**config.mk**
```make
export PLATFORM = sky130hd
export DESIGN_NAME = object_follow_controller
export DESIGN_NICKNAME = d
export VERILOG_FILES = /design/src/rtl/ofc_pkg.sv /design/src/rtl/ofc_cfg_regs.sv /design/src/rtl/ofc_step.sv /design/src/rtl/object_follow_controller.sv
export SDC_FILE = /design/constraint.sdc
export NUM_CORES = 1
export LEC_CHECK = 0
export ABC_AREA = 1
export BUFFER_PORTS_ARGS = -buffer_cell sky130_fd_sc_hd__buf_2
export CAP_MARGIN = 10
export CORE_ASPECT_RATIO = 1.2
export CORE_UTILIZATION = 50
export DETAILED_ROUTE_END_ITERATION = 10
export PLACE_DENSITY = 0.74
export SLEW_MARGIN = 20
export SYNTH_ARGS = -nofsm -noshare
export SYNTH_HDL_FRONTEND = slang
export SYNTH_HIERARCHICAL = 1
export SYNTH_SLANG_ARGS = --single-unit
```
**constraint.sdc**
```tcl
create_clock -name clk -period 2.2 [get_ports clk]
set_input_delay 0.22 -clock clk [delete_from_list [all_inputs] [get_ports clk]]
set_output_delay 0.22 -clock clk [all_outputs]
set_load 0.01 [all_outputs]
```
**src/rtl/ofc_pkg.sv**
```systemverilog
// Shared types and constants for the object-follow controller.
`timescale 1ns / 1ps

package ofc_pkg;

  // Operating modes, encoded as reported on mode_now.
  typedef enum logic [2:0] {
    MODE_WAIT     = 3'd0,
    MODE_FOLLOW   = 3'd1,
    MODE_SEARCH_L = 3'd2,
    MODE_SEARCH_R = 3'd3,
    MODE_BACK     = 3'd4,
    MODE_SPIN     = 3'd5
  } mode_t;

  // Motor drive codes.
  localparam logic [1:0] DRV_STOP = 2'd0;
  localparam logic [1:0] DRV_FWD  = 2'd1;
  localparam logic [1:0] DRV_BACK = 2'd2;

  // LED color codes.
  localparam logic [1:0] LED_OFF   = 2'd0;
  localparam logic [1:0] LED_GREEN = 2'd1;
  localparam logic [1:0] LED_RED   = 2'd2;

  // Configuration register indexes.
  localparam logic [2:0] CFG_ESCAPE_DIST = 3'd0;
  localparam logic [2:0] CFG_START_DIST  = 3'd1;
  localparam logic [2:0] CFG_STOP_DIST   = 3'd2;
  localparam logic [2:0] CFG_FIRST_STEPS = 3'd3;
  localparam logic [2:0] CFG_SWEEP_STEPS = 3'd4;
  localparam logic [2:0] CFG_BACK_STEPS  = 3'd5;
  localparam logic [2:0] CFG_SPIN_STEPS  = 3'd6;

  localparam int DistW  = 9;
  localparam int StepW  = 10;
  localparam int CfgIdxW = 3;

  // Current configuration, seen by the step logic.
  typedef struct packed {
    logic [DistW-1:0] escape_distance;
    logic [DistW-1:0] start_follow_distance;
    logic [DistW-1:0] stop_follow_distance;
    logic [StepW-1:0] first_search_steps;
    logic [StepW-1:0] sweep_search_steps;
    logic [StepW-1:0] back_off_steps;
    logic [StepW-1:0] spin_steps;
  } cfg_t;

  // One result transaction.
  typedef struct packed {
    logic [1:0] left_drive;
    logic [1:0] right_drive;
    logic [1:0] led_color;
    logic [2:0] mode_now;
    logic       finished;
  } result_t;

endpackage

```
**src/rtl/ofc_cfg_regs.sv**
```systemverilog
// Configuration register file of the object-follow controller.
`timescale 1ns / 1ps

module ofc_cfg_regs (
  input  logic                          clk,
  input  logic                          rst,
  input  logic                          wr_en,
  input  logic [ofc_pkg::CfgIdxW-1:0]   wr_index,
  input  logic [ofc_pkg::StepW-1:0]     wr_data,
  output ofc_pkg::cfg_t                 cfg
);

  // Write decode; indexes past the list are ignored.
  always_ff @(posedge clk) begin
    if (rst) begin
      cfg.escape_distance       <= 9'd20;
      cfg.start_follow_distance <= 9'd80;
      cfg.stop_follow_distance  <= 9'd30;
      cfg.first_search_steps    <= 10'd50;
      cfg.sweep_search_steps    <= 10'd100;
      cfg.back_off_steps        <= 10'd150;
      cfg.spin_steps            <= 10'd100;
    end else if (wr_en) begin
      case (wr_index)
        ofc_pkg::CFG_ESCAPE_DIST: cfg.escape_distance       <= wr_data[ofc_pkg::DistW-1:0];
        ofc_pkg::CFG_START_DIST:  cfg.start_follow_distance <= wr_data[ofc_pkg::DistW-1:0];
        ofc_pkg::CFG_STOP_DIST:   cfg.stop_follow_distance  <= wr_data[ofc_pkg::DistW-1:0];
        ofc_pkg::CFG_FIRST_STEPS: cfg.first_search_steps    <= wr_data;
        ofc_pkg::CFG_SWEEP_STEPS: cfg.sweep_search_steps    <= wr_data;
        ofc_pkg::CFG_BACK_STEPS:  cfg.back_off_steps        <= wr_data;
        ofc_pkg::CFG_SPIN_STEPS:  cfg.spin_steps            <= wr_data;
        default: ;
      endcase
    end
  end

endmodule

```
**src/rtl/ofc_step.sv**
```systemverilog
// Controller state and the single-step transition logic.
`timescale 1ns / 1ps

module ofc_step (
  input  logic                       clk,
  input  logic                       rst,
  input  logic                       fire,
  input  logic [ofc_pkg::DistW-1:0]  range_cm,
  input  ofc_pkg::cfg_t              cfg,
  output ofc_pkg::result_t           res
);

  ofc_pkg::mode_t              mode, mode_next;
  logic                        last_side_left, last_side_left_next;
  logic [ofc_pkg::StepW-1:0]   step_count, step_count_next;
  logic [1:0]                  held_left, held_left_next;
  logic [1:0]                  held_right, held_right_next;
  logic [1:0]                  held_led, held_led_next;
  logic                        sweeping, sweeping_next;
  logic                        fin;

  logic                        near_escape, seen, close_in, search_left, limit_hit;
  logic [ofc_pkg::StepW-1:0]   limit, step_inc;

  // Distance compares and search limit.
  assign near_escape = (range_cm <= cfg.escape_distance);
  assign seen        = (range_cm <= cfg.start_follow_distance);
  assign close_in    = (range_cm <= cfg.stop_follow_distance);
  assign search_left = (mode == ofc_pkg::MODE_SEARCH_L);
  assign limit       = sweeping ? cfg.sweep_search_steps : cfg.first_search_steps;
  assign limit_hit   = (step_count >= limit);
  assign step_inc    = step_count + 10'd1;

  // Next-state logic for one control step.
  always_comb begin
    mode_next           = mode;
    last_side_left_next = last_side_left;
    step_count_next     = step_count;
    held_left_next      = held_left;
    held_right_next     = held_right;
    held_led_next       = held_led;
    sweeping_next       = sweeping;
    fin                 = 1'b0;
    case (mode)
      ofc_pkg::MODE_BACK: begin
        if (step_count >= cfg.back_off_steps) begin
          held_left_next  = ofc_pkg::DRV_BACK;
          held_right_next = ofc_pkg::DRV_FWD;
          step_count_next = 10'd1;
          mode_next       = ofc_pkg::MODE_SPIN;
        end else begin
          step_count_next = step_inc;
        end
      end
      ofc_pkg::MODE_SPIN: begin
        if (step_count >= cfg.spin_steps) begin
          held_left_next      = ofc_pkg::DRV_STOP;
          held_right_next     = ofc_pkg::DRV_STOP;
          held_led_next       = ofc_pkg::LED_OFF;
          fin                 = 1'b1;
          mode_next           = ofc_pkg::MODE_WAIT;
          last_side_left_next = 1'b0;
          step_count_next     = '0;
          sweeping_next       = 1'b0;
        end else begin
          step_count_next = step_inc;
        end
      end
      ofc_pkg::MODE_FOLLOW: begin
        if (near_escape) begin
          held_led_next   = ofc_pkg::LED_RED;
          held_left_next  = ofc_pkg::DRV_BACK;
          held_right_next = ofc_pkg::DRV_BACK;
          step_count_next = 10'd1;
          mode_next       = ofc_pkg::MODE_BACK;
        end else if (seen) begin
          held_led_next   = ofc_pkg::LED_GREEN;
          held_left_next  = close_in ? ofc_pkg::DRV_STOP : ofc_pkg::DRV_FWD;
          held_right_next = close_in ? ofc_pkg::DRV_STOP : ofc_pkg::DRV_FWD;
        end else begin
          // Object lost: search toward the side it was last seen on.
          held_led_next   = ofc_pkg::LED_RED;
          held_left_next  = ofc_pkg::DRV_STOP;
          held_right_next = ofc_pkg::DRV_STOP;
          step_count_next = '0;
          sweeping_next   = 1'b0;
          mode_next       = last_side_left ? ofc_pkg::MODE_SEARCH_L : ofc_pkg::MODE_SEARCH_R;
        end
      end
      ofc_pkg::MODE_SEARCH_L, ofc_pkg::MODE_SEARCH_R: begin
        if (near_escape) begin
          held_led_next   = ofc_pkg::LED_RED;
          held_left_next  = ofc_pkg::DRV_BACK;
          held_right_next = ofc_pkg::DRV_BACK;
          step_count_next = 10'd1;
          mode_next       = ofc_pkg::MODE_BACK;
        end else if (seen) begin
          held_led_next       = ofc_pkg::LED_GREEN;
          held_left_next      = ofc_pkg::DRV_STOP;
          held_right_next     = ofc_pkg::DRV_STOP;
          last_side_left_next = search_left;
          mode_next           = ofc_pkg::MODE_FOLLOW;
        end else if (limit_hit) begin
          // Turn time used up: reverse and sweep the other way.
          held_left_next  = ofc_pkg::DRV_STOP;
          held_right_next = ofc_pkg::DRV_STOP;
          sweeping_next   = 1'b1;
          step_count_next = '0;
          mode_next       = search_left ? ofc_pkg::MODE_SEARCH_R : ofc_pkg::MODE_SEARCH_L;
        end else begin
          held_led_next   = ofc_pkg::LED_RED;
          held_left_next  = search_left ? ofc_pkg::DRV_BACK : ofc_pkg::DRV_FWD;
          held_right_next = search_left ? ofc_pkg::DRV_FWD : ofc_pkg::DRV_BACK;
          step_count_next = step_inc;
        end
      end
      default: begin
        // Wait mode, and any unreachable code behaves as wait.
        if (near_escape) begin
          held_led_next   = ofc_pkg::LED_RED;
          held_left_next  = ofc_pkg::DRV_BACK;
          held_right_next = ofc_pkg::DRV_BACK;
          step_count_next = 10'd1;
          mode_next       = ofc_pkg::MODE_BACK;
        end else if (seen) begin
          held_led_next = ofc_pkg::LED_GREEN;
          mode_next     = ofc_pkg::MODE_FOLLOW;
        end else begin
          mode_next = ofc_pkg::MODE_WAIT;
        end
      end
    endcase
  end

  // Result of the step being taken this cycle.
  always_comb begin
    res.left_drive  = held_left_next;
    res.right_drive = held_right_next;
    res.led_color   = held_led_next;
    res.mode_now    = mode_next;
    res.finished    = fin;
  end

  // State registers advance once per processed transaction.
  always_ff @(posedge clk) begin
    if (rst) begin
      mode           <= ofc_pkg::MODE_WAIT;
      last_side_left <= 1'b0;
      step_count     <= '0;
      held_left      <= ofc_pkg::DRV_STOP;
      held_right     <= ofc_pkg::DRV_STOP;
      held_led       <= ofc_pkg::LED_OFF;
      sweeping       <= 1'b0;
    end else if (fire) begin
      mode           <= mode_next;
      last_side_left <= last_side_left_next;
      step_count     <= step_count_next;
      held_left      <= held_left_next;
      held_right     <= held_right_next;
      held_led       <= held_led_next;
      sweeping       <= sweeping_next;
    end
  end

  // A finished back-off always moves on to the spin.
  a_back_to_spin: assert property (@(posedge clk) disable iff (rst)
    fire && mode == ofc_pkg::MODE_BACK && step_count >= cfg.back_off_steps
    |=> mode == ofc_pkg::MODE_SPIN)
    else $error("back-off end did not enter spin");

  // Without a step, the mode holds.
  a_mode_hold: assert property (@(posedge clk) disable iff (rst)
    !fire |=> $stable(mode))
    else $error("mode changed without a step");

  // The finished pulse only comes out of spin and returns to wait.
  a_fin_from_spin: assert property (@(posedge clk) disable iff (rst)
    res.finished |-> mode == ofc_pkg::MODE_SPIN && res.mode_now == ofc_pkg::MODE_WAIT)
    else $error("finished outside the end of spin");

endmodule

```
**src/rtl/object_follow_controller.sv**
```systemverilog
// Top level of the object-follow controller: input register, step logic, result register.
//
//  Channel  | Handshake                   | Payload
//  ---------+-----------------------------+----------------------------------------------
//  in       | in_valid / in_stall         | distance_cm
//  out      | out_valid / out_stall       | left_drive, right_drive, led_color, mode_now,
//           |                             | finished
//  cfg      | cfg_valid / cfg_ready       | cfg_index, cfg_data
//
// One transaction per clock is sustained while the output is not stalled; a step waits in
// the input register and its result is registered into the result register as it advances.
// The step logic between the two registers sets the clock rate.
// Synchronous reset empties both registers and restores state and configuration defaults.
// A stalled result holds; the input register keeps filling until both stages are full.
`timescale 1ns / 1ps

module object_follow_controller (
  input  logic                         clk,
  input  logic                         rst,
  input  logic                         in_valid,
  output logic                         in_stall,
  input  logic [8:0]                   distance_cm,
  output logic                         out_valid,
  input  logic                         out_stall,
  output logic [1:0]                   left_drive,
  output logic [1:0]                   right_drive,
  output logic [1:0]                   led_color,
  output logic [2:0]                   mode_now,
  output logic                         finished,
  input  logic                         cfg_valid,
  output logic                         cfg_ready,
  input  logic [ofc_pkg::CfgIdxW-1:0]  cfg_index,
  input  logic [ofc_pkg::StepW-1:0]    cfg_data
);

  ofc_pkg::cfg_t               cfg;
  ofc_pkg::result_t            res, res_q;
  logic                        s1_valid;
  logic [ofc_pkg::DistW-1:0]   s1_dist;
  logic                        advance, in_take;

  assign cfg_ready = 1'b1;

  ofc_cfg_regs u_cfg (
    .clk      (clk),
    .rst      (rst),
    .wr_en    (cfg_valid && cfg_ready),
    .wr_index (cfg_index),
    .wr_data  (cfg_data),
    .cfg      (cfg)
  );

  // Stage handshake: a step completes when the result register is free or draining.
  assign advance  = s1_valid && (!out_valid || !out_stall);
  assign in_stall = s1_valid && !advance;
  assign in_take  = in_valid && !in_stall;

  // Input register.
  always_ff @(posedge clk) begin
    if (rst) begin
      s1_valid <= 1'b0;
    end else if (in_take || advance) begin
      s1_valid <= in_take;
    end
  end

  always_ff @(posedge clk) begin
    if (in_take) begin
      s1_dist <= distance_cm;
    end
  end

  ofc_step u_step (
    .clk      (clk),
    .rst      (rst),
    .fire     (advance),
    .range_cm (s1_dist),
    .cfg      (cfg),
    .res      (res)
  );

  // Result register.
  always_ff @(posedge clk) begin
    if (rst) begin
      out_valid <= 1'b0;
    end else if (advance) begin
      out_valid <= 1'b1;
    end else if (!out_stall) begin
      out_valid <= 1'b0;
    end
  end

  always_ff @(posedge clk) begin
    if (advance) begin
      res_q <= res;
    end
  end

  assign left_drive  = res_q.left_drive;
  assign right_drive = res_q.right_drive;
  assign led_color   = res_q.led_color;
  assign mode_now    = res_q.mode_now;
  assign finished    = res_q.finished;

  // Both stages full and the output stalled: the input must be held off.
  a_full_stalls: assert property (@(posedge clk) disable iff (rst)
    s1_valid && out_valid && out_stall |-> in_stall)
    else $error("input accepted while both stages were full");

  // A step that completes always leaves a result behind.
  a_step_result: assert property (@(posedge clk) disable iff (rst)
    advance |=> out_valid)
    else $error("completed step produced no result");

  // A finished pulse always reports wait mode with the LED off.
  a_fin_wait: assert property (@(posedge clk) disable iff (rst)
    out_valid && finished |-> mode_now == ofc_pkg::MODE_WAIT && led_color == ofc_pkg::LED_OFF)
    else $error("finished reported outside wait");

endmodule

```
==> results of run 1 <==
-- worst register-to-register path, cell delays in order (launching register included) --
cell and delay [ps]:
edfxtp_1 490, ha_4 290, a21o_1 160, nor2_1 190
nand3_2 130, nand2_4 150, nor2_4 60, inv_2 90
nand2_4 80, a21oi_2 230, o21ai_0 120, nor2_1 100
-- registers in the layout, indices dropped and copies added, names as in the netlist --
register               count
led_color                  2
s1_dist                    9
u_step/sweeping            1
finished                   1
out_valid                  1
u_step/step_count         10
u_step/last_side_left      1
mode_now                   3
left_drive                 2
right_drive                2
s1_valid                   1
u_step/mode                3
u_step/held_right          2
u_step/held_left           2
u_step/held_led            2
u_cfg/cfg                 67
-- report_power, final --
group	total, mW	switching (mW)	internal, mW
sequential	2.18	0.0569	2.12
clock	1.72	0.760	0.959
combinational	0.779	0.504	0.275
-- what timing repair did --
item | CTS | global route
gates cloned | 1 | 2
pin swaps | 0 | 23
setup endpoints to repair | 7 | 29
resized for setup | 3 | 57
-- area by class of cell --
type / count / area, um2 / area share
clock inverters: 5 / 62.6 / 0.00819
repair buffers: 65 / 439 / 0.0575
multi-input cells: 683 / 3800 / 0.498
clock buffers: 11 / 253 / 0.0331
well taps: 164 / 205 / 0.0269
inverters: 130 / 495 / 0.0649
flip-flops and latches: 109 / 2380 / 0.311
-- per-layer routing --
| layer | vias to the layer above | GRT usage | wire, um | share of wire |
|---|---|---|---|---|
| met5 | - | 0 | 0 | 0 |
| met4 | 0 | 0.110 | 516 | 0.032 |
| met3 | 37 | 0.0291 | 650 | 0.040 |
| met2 | 166 | 0.430 | 8210 | 0.50 |
| met1 | 2816 | 0.298 | 6890 | 0.42 |
| li1 | 3125 | - | - | - |
-- path summary, 6_finish.rpt --
path	startpoint	to	slack, ps
max reg2reg	s1_dist[8]	u_step/step_count[0]	40
min reg2reg	u_cfg/cfg[2]	u_cfg/cfg[2]	460
max	s1_dist[8]	u_step/step_count[0]	40
min	distance_cm[6]	s1_dist[6]	40
-- synthesized netlist by cell type (6+ instances only) --
master    number  share of area
mux2i_1        9          0.014
buf_2          9         0.0069
nand4_1       19          0.018
dfxtp_1       90           0.27
nor2_1       139          0.079
ha_1          58           0.11
nand2_1      241           0.14
edfxtp_1      19          0.087
clkbuf_1       7         0.0040
nor3_1         6         0.0046
nand3_1      117          0.089
a21oi_1       32          0.024
inv_2          9         0.0051
nor2_2        13          0.012
o21ai_0       11         0.0084
inv_1        121          0.069
-- logic make-up after synthesis --
group                      Yosys count
muxes                                9
and+or+nand+nor                    550
DFF                                109
other                                1
buffers and inverters              155
AOI/OAI and AO/OA                   56
adders and majority gates           58
xor gates and xnor gates             7
==> summary.txt, run 1 <==
STA
  – Final critical-path required period: roughly 2200 ps
  – Layout Skew: about 10 ps
  – Setup tns final: 0 ps
  – Unrepaired setup endpoints after global routing: yes
  – Fmax: 464 MHz
  – Final setup viols: 0
  – Worst hold slack: 36.9 ps
  – Fin. max-slew vios: 0
  – Max-Slew Margin vs Limit: 0.609
  – Worst setup margin: roughly 44 ps
  – Final Hold Fails: 0
  – Worst slew pin tran: 586 ps
  – Period utilization: 0.980

Layout
  – Layout fillers: 1210
  – Post-route design area: between 0.007 and 0.008 mm2
  – Leading cell type in the layout, fill and taps excluded: nand2_1
  – Most frequent cells in the layout: nand2_1 (229), nor2_1 (130), inv_1 (118)
  – Share of cells above drive strength 1: 0.162
  – Synth-to-Final Area Change: 16.2%
  – Fin util: 0.600
  – Non-Filler Instances: 1167
  – Ant. Diodes: 0
  – Final nets: between 1000 and 1500

Routing
  – Post-route ant nets: 0
  – DRC viols: 0
  – Drt first pass iters: 6
  – Routed vias: 6144
  – Total Wirelength: 16.3 mm
  – Initial detailed-routing violation count: 314
  – Vias per cell: 5.26
  – Detailed-route wire length per cell: 13.9 um

Synth
  – Number of flops mapped to enable cells by yosys: 19
  – Syn Inst Count: between 900 and 1000
  – Post-Syn Area: ~0.0066 mm2
  – Post-synthesis sequential area ratio: 0.361
  – Multiplexer share of the synthesized area: 0.0137
  – Adder-cell share of the synthesized area: 0.110
  – Avg Cell Area, Syn: between 6 and 7 um2
  – Async SR Flop Fraction: 0
  – Synth Area in XOR/XNOR: 0.00933
  – Compound-Gate Fraction of Synth Area: 0.0487
  – Largest family of logic cells by synthesized area: simple AND/OR/NAND/NOR gates
  – Synth Flop Type: dfxtp_1
  – Ys Warns: 6
  – Post-synthesis cell type count: 39
  – Syn Nets: 1030
  – Synthesized-area fraction occupied by and/or/nand/nor cells: 0.363
  – FF+latch count, synth: 109

Place
  – Final GP Congestion: 0.934
  – Setup WS pre-CTS: -27.5 ps
  – Hpwl dp: 11.8 mm
  – Placed insts: 1148
  – Post-DP Area: 0.00706 mm2
  – Port-buffer cells: 38

Setup path
  – Crit path DAT: 2450 ps
  – Req. time, crit path: around 2500 ps
  – CP max stage delay: 490 ps
  – CP cell instances: ha_4, a21o_1, nor2_1, nand3_2, nand2_4, nor2_4, inv_2, nand2_4, a21oi_2, o21ai_0, nor2_1
  – Cell depth of the worst setup path: 11
  – Worst path slowest cell: edfxtp_1
  – Crit path max-delay family: simple AND/OR/NAND/NOR gates
  – Critical path buffers and inverters: 1
  – Worst r2r path cells: 11
  – Crit path max fanout: 6
  – Critical path endpoint category: register
  – WS Path Type: reg2reg
  – CP startpoint kind: register

Floorplan
  – Die Area: 0.0136 mm2
  – Io pins: 40
  – Die Width: 107 um
  – Initial core utilization: 0.516
  – Die Ht: 128 um
  – Core ar.: between 0.01 and 0.015 mm2
  – Row cnt: 45

Clock network
  – Worst-Skew Late Latency: about 360 ps
  – CTS sink cnt: 109
  – Post-CTS Hold Fix Bufs: 0
  – # Post-CTS Setup Buffers: 0
  – Maximum clock path buffer count: 2
  – Clk root buf: clkbuf_16
  – CTS tree: done
  – TritonCTS Buffers: 9
  – Reg clk slew, reported paths: 70 ps
  – H-tree depth: 3

Global routing
  – Vias in the first global route: between 5000 and 6000
  – Total congestion overflow: 0
  – GRT Total Usage: 0.245
  – Largest net degree at the start of global routing: 68
  – Global-route wire length before repair: ~26 mm
  – Initial antenna violation count: 0

Power
  – Pleak: 3.74 nW
  – Maximum VDD drop: 504 uV
  – Total power: 4.68 mW
  – PwrDens: between 600 and 700 mW/mm2

Run
  – Max Cap Viol: 0

Worst hold path
  – Worst hold path class: in2reg
  – Hold path cells: 1

Outcome
  – Status: finished, final reports clean
(Power assumes the default switching activity.)
==> run 2, diff against run 1 <==
Settings changed: CORE_MARGIN from default to 10.
==> run 2 against run 1 <==
  * The run now ends with negative setup slack left
  * Register-to-register slack worse by 50 ps
  * Clock power decreased by 4%
  * Worst setup slack got worse by 55 ps
  * Final cell count is 0.43% higher
  * Critical path type unchanged
  * Largest power group unchanged
  * Highest routed layer unchanged
==> summary.txt, run 2 (synthesized netlist as in run 1, its figures left out) <==
Global routing
  – GRT Total Usage: 0.179 (was 0.245)
  – Total congestion overflow: 0 (unchanged)
  – Vias in the first global route: 5822 (was 5564)
  – Largest net degree at the start of global routing: 68 (unchanged)
  – Initial antenna violation count: 0 (unchanged)
  – Global-route wire length before repair: 27.6 mm (was 26.2 mm)

Layout
  – Non-Filler Instances: 1172 (was 1167)
  – Synth-to-Final Area Change: 17.7% (was 16.2%)
  – Post-route design area: 0.00773 mm2 (was 0.00764 mm2)
  – Most frequent cells in the layout: nand2_1 (229), nor2_1 (126), inv_1 (118) (was nand2_1 (229), nor2_1 (130), inv_1 (118))
  – Register area: 0.00238 mm2 (about the same)
  – Layout fillers: 1154 (was 1210)
  – Ant. Diodes: 0 (unchanged)
  – Share of cells above drive strength 1: 0.178 (was 0.162)
  – Max reg flops: 67 (unchanged)
  – Area of the multi-input gates: 0.00386 mm2 (was 0.00380 mm2)
  – Final nets: 1088 (was 1083)
  – Most flop-heavy register: u_cfg/cfg (unchanged)
  – Leading cell type in the layout, fill and taps excluded: nand2_1 (unchanged)
  – Top Registers: u_cfg/cfg x67, u_step/step_count x10, s1_dist x9 (unchanged)

STA
  – Final setup viols: 2 (was 0)
  – Worst hold slack: 34.3 ps (was 36.9 ps)
  – Layout Skew: 10.4 ps (was 10.5 ps)
  – Worst setup margin: -11.3 ps (was 43.6 ps)
  – Period utilization: 1.01 (was 0.980)
  – Fmax: 452 MHz (was 464 MHz)
  – Final Hold Fails: 0 (unchanged)
  – Final critical-path required period: 2210 ps (was 2160 ps)
  – Unrepaired setup endpoints after global routing: yes (unchanged)
  – Fin. max-slew vios: 0 (unchanged)
  – Worst slew pin tran: 694 ps (was 586 ps)
  – Max-Slew Margin vs Limit: 0.537 (was 0.609)

Routing
  – Total Wirelength: 17.4 mm (was 16.3 mm)
  – DRC viols: 0 (unchanged)
  – Detailed-route wire length per cell: 14.9 um (was 13.9 um)
  – Vias per cell: 5.30 (was 5.26)
  – Drt first pass iters: 8 (was 6)
  – Post-route ant nets: 0 (unchanged)
  – Routed vias: 6217 (was 6144)
  – Initial detailed-routing violation count: 523 (was 314)

Place
  – Post-DP Area: 0.00707 mm2 (was 0.00706 mm2)
  – Final GP Congestion: 0.916 (was 0.934)
  – Port-buffer cells: 38 (unchanged)
  – Placed insts: 1147 (was 1148)
  – Hpwl dp: 12.2 mm (was 11.8 mm)

Clock network
  – H-tree depth: 3 (unchanged)
  – Clk root buf: clkbuf_16 (unchanged)
  – TritonCTS Buffers: 9 (unchanged)
  – CTS tree: done (unchanged)
  – Post-CTS Hold Fix Bufs: 0 (unchanged)
  – CTS sink cnt: 109 (unchanged)
  – Reg clk slew, reported paths: 80 ps (was 70 ps)
  – Worst-Skew Late Latency: 360 ps (about the same)
  – Maximum clock path buffer count: 2 (unchanged)

Floorplan
  – Initial core utilization: 0.514 (was 0.516)
  – Core ar.: 0.0128 mm2 (was 0.0127 mm2)
  – Row cnt: 45 (unchanged)
  – Die Width: 125 um (was 107 um)
  – Die Ht: 146 um (was 128 um)
  – Io pins: 40 (unchanged)
  – Die Area: 0.0181 mm2 (was 0.0136 mm2)

Setup path
  – Critical path endpoint category: register (unchanged)
  – Worst r2r path cells: 13 (was 11)
  – Req. time, crit path: 2300 ps (was 2500 ps)
  – CP startpoint kind: register (unchanged)
  – Crit path DAT: 2310 ps (was 2450 ps)
  – Crit path max fanout: 6 (unchanged)
  – WS Path Type: reg2reg (unchanged)
  – R2r setup slk: -10 ps (was 40 ps)
  – Worst r2r src: u_step/sweeping (was s1_dist[8])
  – Reg-to-Reg End: led_color[1] (was u_step/step_count[0])

Run
  – Max Cap Viol: 0 (unchanged)

Worst hold path
  – Hold Path Sink: s1_dist[5] (was s1_dist[6])
  – Hold path cells: 1 (unchanged)
  – Worst hold path class: in2reg (unchanged)
  – Hold Startpoint: distance_cm[5] (was distance_cm[6])

Power
  – Pleak: 3.77 nW (was 3.74 nW)
  – Maximum VDD drop: 389 uV (was 504 uV)
  – Total power: 4.63 mW (was 4.68 mW)
  – PwrDens: 599 mW/mm2 (was 612 mW/mm2)

Outcome
  – Status: complete, but fails checks (was finished, final reports clean)
  – Violated checks: negative setup slack
[run 2: cell types whose count changed in the layout (fill, tap and decap cells not counted), sizes merged]
cell / previous run / this run
buf: 64 / 70
bufinv: 1 / 0
clkbuf: 12 / 11
clkinv: 1 / 3
inv: 133 / 132
[run 2: where the power goes]
part	internal (mW)	switching [mW]
registers	2.12	0.0588
logic	0.288	0.515
clock network	0.878	0.770
[run 2: stage by stage]
| step | setup slack, ps | TNS (ps) | utilization |
|---|---|---|---|
| 2_1_floorplan | 106 | 0 | - |
| 3_3_place_gp | 0.460 | 0 | 0.553 |
| 3_5_place_dp | -111 | -1060 | 0.553 |
| 4_1_cts | 0.420 | 0 | 0.578 |
| 5_1_grt | -94.0 | -1060 | 0.605 |
| 6_report | -11.3 | -19.4 | 0.605 |
[run 2: worst max-delay path, cell delays in order (launching register included)]
cell and delay, ps:
dfxtp_4 380, buf_12 140, mux2i_4 190, ha_4 290
nand2_4 50, nor2_4 130, nand3_2 110, nand3_4 170
buf_6 120, nand2_2 40, nand3_2 70, nand2_2 60
nor2_2 110, nand3_1 80
[run 2: worst max path at each step]
| stage | startpoint | end | depth (start not counted) |
|---|---|---|---|
| floorplan | u_step/sweeping | mode_now[0] | 12 |
| global placement | u_step/sweeping | mode_now[0] | 12 |
| detailed placement | u_step/sweeping | u_step/held_led[0] | 12 |
| CTS | u_step/sweeping | u_step/held_led[0] | 12 |
| global route | u_step/sweeping | mode_now[0] | 12 |
| finish | u_step/sweeping | led_color[1] | 13 |
[run 2: final cells by class]
type | instances | area share
multi-input cells | 683 | 0.499
repair buffers | 70 | 0.0629
clock inverters | 5 | 0.00485
well taps | 164 | 0.0265
clock buffers | 11 | 0.0341
inverters | 130 | 0.0641
flip-flops and latches | 109 | 0.308
[run 2: metal layers]
metal  up-vias  routed length (um)  share of wire  global-route usage
met1      2868                7360           0.42               0.213
met2       154                8860           0.51               0.311
li1       3147                   -              -                   -
met4         0                 539          0.031              0.0706
met3        48                 660          0.038              0.0309
met5         -                   0              0                   0
[run 2: what timing repair did]
| action | 4_1_cts | 5_1_grt |
|---|---|---|
| endpoints found under the setup margin | 18 | 29 |
| pin swaps | 2 | 35 |
| buffers inserted | 1 | 7 |
| cloned | 0 | 2 |
| hold endpoints to repair | 0 | 0 |
| resized for setup | 3 | 79 |
